### src/hdl/fprc_pkg.sv
// ----------------------------------------------------------------------------
// fprc_pkg
// Shared types and constants of the framed packet receiver with CRC-16 check.
// ----------------------------------------------------------------------------
package fprc_pkg;

	// Framing codes.
	localparam logic [7:0] SYNC_CODE = 8'h55;
	localparam logic [7:0] ESC_CODE  = 8'hDD;
	localparam logic [7:0] ESC_FLIP  = 8'h80;

	// Reflected CRC-16/ARC polynomial.
	localparam logic [15:0] CRC_POLY_REFL = 16'hA001;

	// Frame limits.
	localparam int MAX_FRAME    = 1032;
	localparam int HEADER_BYTES = 5;
	localparam int PREFIX_DEPTH = HEADER_BYTES - 1;
	localparam int PREFIX_AW    = $clog2(PREFIX_DEPTH);

	// Field widths.
	localparam int IDX_W = 11;
	localparam int LEN_W = 16;

	// Frame status codes.
	typedef enum logic [1:0] {
		STATUS_BUSY     = 2'd0,
		STATUS_GOOD     = 2'd1,
		STATUS_CRC_ERR  = 2'd2,
		STATUS_TOO_LONG = 2'd3
	} fprc_status_t;

	// One decoded result transaction.
	typedef struct packed {
		logic [7:0]       data_byte;
		logic [IDX_W-1:0] byte_index;
		logic             last;
		fprc_status_t     frame_status;
		logic [LEN_W-1:0] frame_length;
		logic [2:0]       packet_class;
		logic [4:0]       function_code;
		logic [3:0]       channel_id;
		logic [2:0]       sequence_id;
		logic [7:0]       handle_byte;
	} fprc_result_t;

endpackage

### src/hdl/fprc_crc_byte.sv
// ----------------------------------------------------------------------------
// fprc_crc_byte
// CRC-16/ARC update by one byte, eight reflected shift steps.
// ----------------------------------------------------------------------------
module fprc_crc_byte import fprc_pkg::*; (
	input  logic [15:0] crc_in,
	input  logic [7:0]  data_in,
	output logic [15:0] crc_out
);

	// Fold the byte in, then shift out eight bits.
	always_comb begin
		logic [15:0] c;
		c = crc_in ^ {8'h00, data_in};
		for (int k = 0; k < 8; k++) begin
			if (c[0]) begin
				c = (c >> 1) ^ CRC_POLY_REFL;
			end else begin
				c = c >> 1;
			end
		end
		crc_out = c;
	end

endmodule

### src/hdl/fprc_frame_ctrl.sv
// ----------------------------------------------------------------------------
// fprc_frame_ctrl
// Frame state: sync and escape handling, header capture, byte count and
// CRC check. Produces the result for the byte that is presented.
// ----------------------------------------------------------------------------
module fprc_frame_ctrl import fprc_pkg::*; (
	input  logic         clk,
	input  logic         arst_n,
	input  logic [7:0]   rx_byte,
	input  logic         take,
	output logic         has_result,
	output fprc_result_t result
);

	localparam logic [IDX_W-1:0] HDR_LAST = IDX_W'(HEADER_BYTES - 1);
	localparam logic [LEN_W-1:0] MAX_LEN  = LEN_W'(MAX_FRAME);
	localparam logic [LEN_W-1:0] HDR_LEN  = LEN_W'(HEADER_BYTES);

	logic             in_sync_q, esc_q;
	logic [IDX_W-1:0] count_q;
	logic [7:0]       len_lo_q, len_hi_q, type_q, xid_q, handle_q;
	logic [15:0]      crc_q;
	logic [15:0]      prefix_q [PREFIX_DEPTH];

	logic             in_sync_d, esc_d;
	logic [IDX_W-1:0] count_d;
	logic [7:0]       len_lo_d, len_hi_d, type_d, xid_d, handle_d;
	logic [15:0]      crc_d;
	logic             prefix_we;

	logic             is_sync, is_esc, is_data;
	logic [7:0]       ch;
	logic [15:0]      crc_seed, crc_new, crc_chk;
	logic [LEN_W-1:0] len, len_m1;
	logic [IDX_W-1:0] cnt;
	logic             hdr_done, too_long, at_end;
	fprc_status_t     status;
	logic             last;

	// Byte classification.
	assign is_sync = (rx_byte == SYNC_CODE);
	assign is_esc  = (rx_byte == ESC_CODE);
	assign is_data = !is_sync && in_sync_q && !is_esc;
	assign ch      = esc_q ? (rx_byte ^ ESC_FLIP) : rx_byte;

	// CRC update, restarted on the first byte of a frame.
	assign crc_seed = (count_q == '0) ? 16'h0000 : crc_q;

	fprc_crc_byte u_crc (
		.crc_in  (crc_seed),
		.data_in (ch),
		.crc_out (crc_new)
	);

	// Length check once the header is complete.
	assign cnt      = count_q + IDX_W'(1);
	assign len      = {len_hi_q, len_lo_q};
	assign len_m1   = len - LEN_W'(1);
	assign hdr_done = (count_q >= HDR_LAST);
	assign too_long = hdr_done && (len > MAX_LEN);
	assign at_end   = hdr_done && !too_long && (LEN_W'(cnt) >= len);

	// A short frame is checked against the CRC stored after its last byte.
	always_comb begin
		priority if (len >= HDR_LEN) begin
			crc_chk = crc_new;
		end else if (len == '0) begin
			crc_chk = 16'h0000;
		end else begin
			crc_chk = prefix_q[len_m1[PREFIX_AW-1:0]];
		end
	end

	always_comb begin
		priority if (too_long) begin
			status = STATUS_TOO_LONG;
		end else if (!at_end) begin
			status = STATUS_BUSY;
		end else if (crc_chk == 16'h0000) begin
			status = STATUS_GOOD;
		end else begin
			status = STATUS_CRC_ERR;
		end
	end
	assign last = too_long || at_end;

	// Next state.
	always_comb begin
		in_sync_d = in_sync_q;
		esc_d     = esc_q;
		count_d   = count_q;
		len_lo_d  = len_lo_q;
		len_hi_d  = len_hi_q;
		type_d    = type_q;
		xid_d     = xid_q;
		handle_d  = handle_q;
		crc_d     = crc_q;
		prefix_we = 1'b0;
		priority if (is_sync) begin
			in_sync_d = 1'b1;
			esc_d     = 1'b0;
			count_d   = '0;
			len_lo_d  = 8'h00;
			len_hi_d  = 8'h00;
			type_d    = 8'hFF;
			xid_d     = 8'hFF;
		end else if (!in_sync_q) begin
			in_sync_d = 1'b0;
		end else if (is_esc) begin
			esc_d = 1'b1;
		end else begin
			esc_d = 1'b0;
			crc_d = crc_new;
			prefix_we = (count_q < HDR_LAST);
			unique case (count_q)
				IDX_W'(0): len_lo_d = ch;
				IDX_W'(1): len_hi_d = ch;
				IDX_W'(2): type_d   = ch;
				IDX_W'(3): xid_d    = ch;
				IDX_W'(4): handle_d = ch;
				default:   ;
			endcase
			if (too_long) begin
				in_sync_d = 1'b0;
				count_d   = '0;
			end else if (at_end) begin
				count_d   = '0;
				in_sync_d = (status == STATUS_GOOD);
			end else begin
				count_d = cnt;
			end
		end
	end

	// Result of this byte, header fields as they stand after it.
	assign has_result = is_data;
	always_comb begin
		result.data_byte     = ch;
		result.byte_index    = count_q;
		result.last          = last;
		result.frame_status  = status;
		result.frame_length  = hdr_done ? len : '0;
		result.packet_class  = type_d[7:5];
		result.function_code = type_d[4:0];
		result.channel_id    = xid_d[3:0];
		result.sequence_id   = xid_d[6:4];
		result.handle_byte   = handle_d;
	end

	// Frame state registers.
	always_ff @(posedge clk or negedge arst_n) begin
		if (!arst_n) begin
			in_sync_q <= 1'b0;
			esc_q     <= 1'b0;
			count_q   <= '0;
			len_lo_q  <= 8'h00;
			len_hi_q  <= 8'h00;
			type_q    <= 8'hFF;
			xid_q     <= 8'hFF;
			handle_q  <= 8'h00;
			crc_q     <= 16'h0000;
		end else if (take) begin
			in_sync_q <= in_sync_d;
			esc_q     <= esc_d;
			count_q   <= count_d;
			len_lo_q  <= len_lo_d;
			len_hi_q  <= len_hi_d;
			type_q    <= type_d;
			xid_q     <= xid_d;
			handle_q  <= handle_d;
			crc_q     <= crc_d;
		end
	end

	// Running CRC after each of the first four header bytes, for frames shorter than the header.
	always_ff @(posedge clk) begin
		if (take && prefix_we) begin
			prefix_q[count_q[PREFIX_AW-1:0]] <= crc_new;
		end
	end

endmodule

### src/hdl/framed_packet_receiver_crc16_core.sv
// ----------------------------------------------------------------------------
// framed_packet_receiver_crc16_core
// Byte-stuffed frame receiver: removes sync and escape codes, numbers the
// decoded bytes, captures the header and checks the CRC-16/ARC of each frame.
//
//   Channel   Direction  Handshake             Payload
//   input     in         in_valid / in_stall   rx_byte
//   output    out        out_valid / out_stall data_byte .. handle_byte
//
// One byte is taken every cycle while in_stall is low; a decoded byte is
// registered in the input register and then in the result register, which
// drives out_valid.
// The combinational path from the input register is the CRC byte update plus the length compare.
// Reset clears the frame state registers, but not the prefix CRC store; the receiver starts out of sync.
// Sync, escape and ignored bytes pass even while the output is stalled;
// a decoded byte waits in the input register until the result register frees.
// ----------------------------------------------------------------------------
module framed_packet_receiver_crc16_core import fprc_pkg::*; (
	input  logic             clk,
	input  logic             arst_n,
	input  logic             in_valid,
	output logic             in_stall,
	input  logic [7:0]       rx_byte,
	output logic             out_valid,
	input  logic             out_stall,
	output logic [7:0]       data_byte,
	output logic [IDX_W-1:0] byte_index,
	output logic             last,
	output logic [1:0]       frame_status,
	output logic [LEN_W-1:0] frame_length,
	output logic [2:0]       packet_class,
	output logic [4:0]       function_code,
	output logic [3:0]       channel_id,
	output logic [2:0]       sequence_id,
	output logic [7:0]       handle_byte
);

	logic         valid_s1;
	logic [7:0]   rx_byte_s1;
	logic         out_valid_s2;
	fprc_result_t result_s2;

	logic         has_result;
	fprc_result_t result;
	logic         advance, take;

	// Pipeline control.
	assign advance  = !out_valid_s2 || !out_stall;
	assign take     = valid_s1 && (advance || !has_result);
	assign in_stall = valid_s1 && !take;

	// Input register.
	always_ff @(posedge clk or negedge arst_n) begin
		if (!arst_n) begin
			valid_s1 <= 1'b0;
		end else if (!in_stall) begin
			valid_s1 <= in_valid;
		end
	end

	always_ff @(posedge clk) begin
		if (!in_stall && in_valid) begin
			rx_byte_s1 <= rx_byte;
		end
	end

	// Frame decoding and checking.
	fprc_frame_ctrl u_ctrl (
		.clk        (clk),
		.arst_n     (arst_n),
		.rx_byte    (rx_byte_s1),
		.take       (take),
		.has_result (has_result),
		.result     (result)
	);

	// Result register.
	always_ff @(posedge clk or negedge arst_n) begin
		if (!arst_n) begin
			out_valid_s2 <= 1'b0;
		end else if (advance) begin
			out_valid_s2 <= valid_s1 && has_result;
		end
	end

	always_ff @(posedge clk) begin
		if (advance && valid_s1 && has_result) begin
			result_s2 <= result;
		end
	end

	// Output ports.
	assign out_valid     = out_valid_s2;
	assign data_byte     = result_s2.data_byte;
	assign byte_index    = result_s2.byte_index;
	assign last          = result_s2.last;
	assign frame_status  = result_s2.frame_status;
	assign frame_length  = result_s2.frame_length;
	assign packet_class  = result_s2.packet_class;
	assign function_code = result_s2.function_code;
	assign channel_id    = result_s2.channel_id;
	assign sequence_id   = result_s2.sequence_id;
	assign handle_byte   = result_s2.handle_byte;

	// A byte that yields no result never holds up the input.
	a_no_result_passes: assert property (@(posedge clk) disable iff (!arst_n)
		(valid_s1 && !has_result) |-> !in_stall)
		else $error("byte without result stalled the input");

	// A finished or aborted frame is always marked as last.
	a_status_last: assert property (@(posedge clk) disable iff (!arst_n)
		(out_valid && (frame_status == STATUS_GOOD || frame_status == STATUS_CRC_ERR
			|| frame_status == STATUS_TOO_LONG)) |-> last)
		else $error("final status without last");

	// A byte in mid frame carries the in-progress status.
	a_last_status: assert property (@(posedge clk) disable iff (!arst_n)
		(out_valid && !last) |-> (frame_status == STATUS_BUSY))
		else $error("status set on a byte that is not last");

	// The length is not reported before the header is complete.
	a_len_header: assert property (@(posedge clk) disable iff (!arst_n)
		(out_valid && (byte_index < IDX_W'(HEADER_BYTES - 1))) |-> (frame_length == '0))
		else $error("frame length shown inside the header");

endmodule
### config.mk
export PLATFORM = sky130hd
export DESIGN_NAME = framed_packet_receiver_crc16_core
export DESIGN_NICKNAME = d
export VERILOG_FILES = /design/src/hdl/fprc_pkg.sv /design/src/hdl/fprc_crc_byte.sv /design/src/hdl/fprc_frame_ctrl.sv /design/src/hdl/framed_packet_receiver_crc16_core.sv
export SDC_FILE = /design/constraint.sdc
export NUM_CORES = 1
export LEC_CHECK = 0
export ABC_CLOCK_PERIOD_IN_PS = 7600
export BUFFER_PORTS_ARGS = -buffer_cell sky130_fd_sc_hd__buf_2
export CAP_MARGIN = 20
export CORE_MARGIN = 2
export CORE_UTILIZATION = 50
export CTS_CLUSTER_SIZE = 28
export DETAILED_ROUTE_END_ITERATION = 8
export GPL_TIMING_DRIVEN = 0
export HOLD_SLACK_MARGIN = 0.1
export PLACE_DENSITY = 0.74
export SKIP_CTS_REPAIR_TIMING = 1
export SLEW_MARGIN = 30
export SYNTH_ARGS = -nofsm -noshare
export SYNTH_HDL_FRONTEND = slang
export SYNTH_SLANG_ARGS = --single-unit
### constraint.sdc
create_clock -name clk -period 7.6 [get_ports clk]
set_input_delay 0.76 -clock clk [delete_from_list [all_inputs] [get_ports clk]]
set_output_delay 0.76 -clock clk [all_outputs]
set_load 0.02 [all_outputs]
Word-level counts from Yosys, hierarchy flattened

Memories as Yosys holds them, arrays and structs flattened.
Cells that the tools add are included.

Register bits: 139
Word-level logic and storage cells: 137
Output and inout port bits: 63
Memory bits (writable): 64
Input port bits: 12
Memories kept: 1

Add/subtract/negate cells: 2
$lt $le $gt $ge: 5
Reduce and logical (&&, ||, !) cells: 34
Mux-type cells: 53
Bitwise operators: 12
Eq/ne operators: 8

Memories:

| memory          | depth | bits a word | read ports | clocked after Yosys merged registers in | wr ports | RTL line              | RTL |
|---|---|---|---|---|---|---|---|
| u_ctrl.prefix_q | 4     | 16          | 1          | 0                                       | 1        | fprc_frame_ctrl.sv:23 | `logic [15:0] prefix_q [PREFIX_DEPTH];` |

Operators by type and width:

| kind                  | number |
|---|---|
| $mux 16               | 11 |
| $mux 8                | 17 |
| $mux 11               | 5 |
| $logic_not 16->1      | 2 |
| $mux 7                | 4 |
| $not 2->3             | 8 |
| $eq 11x2->1 const B   | 2 |
| $ge 11x16->1          | 1 |
| $ge 16x3->1 const B   | 1 |
| $gt 16x11->1 const B  | 1 |
| $xor 16x8->16         | 1 |
| $mux 1                | 13 |
| $logic_and 1x1->1     | 12 |
| $reduce_and 4->1      | 3 |
| $add 11x1->11 const B | 1 |
| $eq 11x1->1 const B   | 1 |
| $eq 11x3->1 const B   | 1 |
| $ge 11x3->1 const B   | 1 |
| $logic_not 11->1      | 1 |
| $lt 11x3->1 const B   | 1 |
| $eq 8x7->1 const B    | 1 |
| $eq 8x8->1 const B    | 1 |
| $logic_not 1->1       | 8 |
| $mux 2                | 3 |
| other kinds (8)       | 14 |

Logic depth before layout (Yosys ltp)

Depth after elaboration: 30
Mapped depth: 15

Hierarchy

From an unflattened synthesis, not the netlist that was laid out.

Cells, all modules: 648
Area total of the unflattened synthesis: 8659.6 µm²

By module, submodules not included:

| module                            | area an instance (µm²) | cells each | instances | sequential area each (µm²) |
|---|---|---|---|---|
| fprc_frame_ctrl                   | 6198.4                 | 538        | 1         | 3642.2 |
| framed_packet_receiver_crc16_core | 2177.1                 | 81         | 1         | 2122.0 |
| fprc_crc_byte                     | 284.0                  | 29         | 1         | 0.0 |

Least setup slack after synthesis

Ideal clock, no wire load.

Kind: register -> register
Start point: register rx_byte_s1[3]
End point: register result_s2 (netlist bit byte_index[0]) (enable)
Setup time: 0.449 ns
Period minus slack after synthesis: 3.708 ns
Path buffers: 3
Data required time: 7.151 ns
Setup slack: 3.892 ns
Arrival time: 3.260 ns
Stages on the path, launching flop included: 8
Cells stage by stage: edfxtp_1 -> clkbuf_1 -> xor2_1 -> o311ai_0 -> nand2b_1 -> buf_2 -> inv_1 -> clkbuf_1

Cells in the longest elaborated chain, start to end: 5
Elaborated cells between the ends (all ways): 7

RTL lines:

| what                   | RTL line                                | RTL |
|---|---|---|
| start, declared        | framed_packet_receiver_crc16_core.sv:39 | `logic [7:0] rx_byte_s1;` |
| start signal, assigned | framed_packet_receiver_crc16_core.sv:63 | `rx_byte_s1 <= rx_byte;` |
| $eq 8x7->1             | fprc_frame_ctrl.sv:41                   | `assign is_sync = (rx_byte == SYNC_CODE);` |
| $logic_not 1->1        | fprc_frame_ctrl.sv:43                   | `assign is_data = !is_sync && in_sync_q && !is_esc;` |
| $logic_and 1x1->1      | fprc_frame_ctrl.sv:43                   |  |
| $logic_and 1x1->1 *    | fprc_frame_ctrl.sv:43                   |  |
| $logic_and 1x1->1 *    | framed_packet_receiver_crc16_core.sv:87 | `if (advance && valid_s1 && has_result) begin` |
| end signal, assigned   | framed_packet_receiver_crc16_core.sv:88 | `result_s2 <= result;` |
| end, declared          | framed_packet_receiver_crc16_core.sv:41 | `fprc_result_t result_s2;` |

Mark *: on every way between the ends. The rest lies on a longest branch, timed or not.
A chain may end at the register's enable or synchronous reset.

==> run_results.csv <==
group,metric,value,unit
outcome,status,"finished clean",
synth,async_reset_ff_share,34.5,%
worst_setup_path,critical_path_depth,13,
worst_hold_path,hold_class,"in2async",
synth,netlist_area,8810,um^2
global_routing,grt_start_max_net_pins,43,
floorplan,core,17200,um^2
timing,finalHoldViolCount,0,
placement,io_buffers,74,
clock_network,root_buffer,"clkbuf_16",
detailed_routing,wl,18.1,mm
timing,setup_violations,0,
finish,final_common_cell,"edfxtp_1",
global_routing,grt-ovfl-total,0,
finish,nets,824,
global_routing,track_usage,19.7,%
clock_network,clock_path_buffers,3,
global_routing,grt_pass1_wl,28.3,mm
detailed_routing,num_vias,5707,
timing,slew_headroom,38.9,%
timing,rsz0062_at_grt,"no",
worst_setup_path,crit_arrival,3.99,ns
worst_setup_path,crit_path_end_kind,"flop",
finish,synthToLayoutAreaGrowth,15.8,%
synth,synthCells,695,
synth,ys_warn_count,0,
timing,fin_skew,0.0102,ns
clock_network,cts_tree,"built",
finish,final_cell_mix,"133 x edfxtp_1, 94 x nand2_1, 79 x buf_2",
clock_network,htreeDepth,1,
pwr,p_per_area,265,nW/um^2
job,maxCapViolations,0,
timing,slew_violations,0,
timing,period_minus_slack,3.78,ns
floorplan,die_area,18700,um^2
pwr,p_leak,4.06,nW
floorplan,die_x,137,um
synth,synth_ff_type,"edfxtp_1",
floorplan,floorplan.initialDensity,51.1,%
floorplan,pin_count,75,
global_routing,antenna_found_initial,0,
placement,place_ws,3.92,ns
worst_setup_path,path_max_fanout,10,
worst_setup_path,max_stage_delay,0.49,ns
clock_network,numClockSinks,203,
pwr,ir_worst_vdd,176,uV
worst_setup_path,crit_slowest_cell,"dfrtp_1",
synth,seq_area_frac_synth,65.4,%
synth,ys_types,61,
worst_setup_path,critPathKind,"reg2reg",
detailed_routing,remaining_drc_errors,0,
worst_setup_path,worst_setup_path_start_kind,"flop",
timing,period_share,49.7,%
worst_setup_path,crit_chain,"ha_1, nand3_1, inv_1, and3_1, nand3_1, nand2_1, nand2_1, ha_1, a2111oi_0, a21oi_1, o21ai_2, clkbuf_1, a21oi_1",
detailed_routing,avgRoutedWirePerCell,17.5,um
worst_setup_path,reg2regPathDepth,13,
synth,synth_nets,725,
clock_network,clkSlewWorstSetupHoldPaths,0.06,ns
floorplan,die_h,137,um
detailed_routing,dr.pass1.iters,5,
worst_setup_path,cp.required,7.81,ns
synth,synth_area_per_cell,12.7,um^2
global_routing,grt_pass1_vias,5455,
placement,place_congestion,0.847,
timing,finalSetupTns,0,ns
detailed_routing,drt_iter0_drc,416,
placement,dp_hpwl,12.3,mm
clock_network,clock_latency,0.50,ns
timing,max_freq,0.265,GHz
detailed_routing,ant_nets,0,
clock_network,cts_buffers,21,
synth,ys_ff_latch,203,
finish,antenna-diode-count,0,
worst_setup_path,crit_buf_inv,2,
floorplan,rows,48,
timing,tightest_slew,0.910,ns
timing,worst_slack,3.82,ns
worst_setup_path,cp_top_family,"compound AO/OA/AOI/OAI gates",
finish,drive_gt1_share,21.0,%
detailed_routing,post_drt_via_cell_ratio,5.52,
synth,synth_edf_count,133,
==> final timing paths <==
check	from	to	slack (ns)
max	u_ctrl.count_q[0]	frame_status[0]	3.82
min	arst_n	u_ctrl.handle_q[4]	0.19
max reg2reg	u_ctrl.count_q[0]	frame_status[0]	3.82
min reg2reg	u_ctrl.count_q[6]	byte_index[6]	0.45
max in group asynchronous	arst_n	u_ctrl.type_q[3]	6.79
min in group clk	rx_byte[4]	rx_byte_s1[4]	0.43
==> sequential cells by signal, summed over array words and instances, names as in the netlist, 7 cells and up <==
signal	flops
frame_length	16
u_ctrl.xid_q	7
u_ctrl.count_q	11
handle_byte	8
u_ctrl.prefix_q	64
rx_byte_s1	8
u_ctrl.type_q	8
u_ctrl.crc_q	16
u_ctrl.handle_q	8
byte_index	11
data_byte	8
u_ctrl.len_lo_q	8
u_ctrl.len_hi_q	8
==> cells in the mapped netlist (12+ instances only) <==
cell type / instances / area (um^2)
edfxtp_1: 133 / 3990
clkbuf_1: 23 / 86.3
dfrtp_1: 55 / 1380
o21ai_0: 22 / 110
nand2_1: 94 / 353
nor2_1: 53 / 199
a31oi_1: 27 / 169
inv_1: 33 / 124
xor2_1: 12 / 105
ha_1: 18 / 225
xnor2_1: 24 / 210
nor4_1: 14 / 87.6
a21oi_1: 13 / 65.1
mux2_2: 20 / 225
nand3_1: 12 / 60.1
dfstp_2: 15 / 394
mux2i_1: 20 / 200
==> metrics by stage <==
step                util (%)  hold WS (ns)  instances  total power [W]  area, um^2
floorplan                  -         0.420        695          0.00160        8810
global placement        54.9         0.426        994          0.00171        9470
detailed placement      55.2         0.434        996          0.00172        9520
CTS                     59.2         0.185       1034          0.00272       10200
global route            59.2         0.205       1034          0.00280       10200
finish                  59.2         0.192       1034          0.00271       10200
==> cell type report <==
| cell class | count | area, um^2 |
|---|---|---|
| multi-input cells | 425 | 2770 |
| well taps | 225 | 282 |
| fillers | 1335 | 7030 |
| clock buffers | 32 | 617 |
| plain buffers | 34 | 161 |
| inverters | 33 | 124 |
| clock inverters | 6 | 70.1 |
| repair buffers | 76 | 413 |
| flip-flops and latches | 203 | 5760 |
==> kinds of logic (layout without fill, tap and decap cells) <==
kind of cell    count (synthesis)  in the layout  synth area share, %
simple gates                  231            231                 12.7
flops                         203            203                 65.4
compound gates                 96             96                 6.93
buf+inv                        67            181                 3.19
mux                            41             41                 5.00
xor+xnor                       39             39                 4.22
fa+ha+maj                      18             18                 2.56
==> per-layer routing <==
layer	part of all wire, %	global-route usage (%)	wire length, um	vias to the layer above
met5	0	0	0	-
met4	1.7	4.64	301	0
met3	6.2	3.15	1110	30
met2	46	31.1	8350	193
met1	46	28.9	8350	2793
li1	-	-	-	2691
==> power by group <==
group / switching (W) / internal (W)
Clock: 0.000411 / 0.000598
Sequential: 0.0000381 / 0.00130
Combinational: 0.000233 / 0.000130
Total: 0.000682 / 0.00202
(Power assumes the default switching activity.)
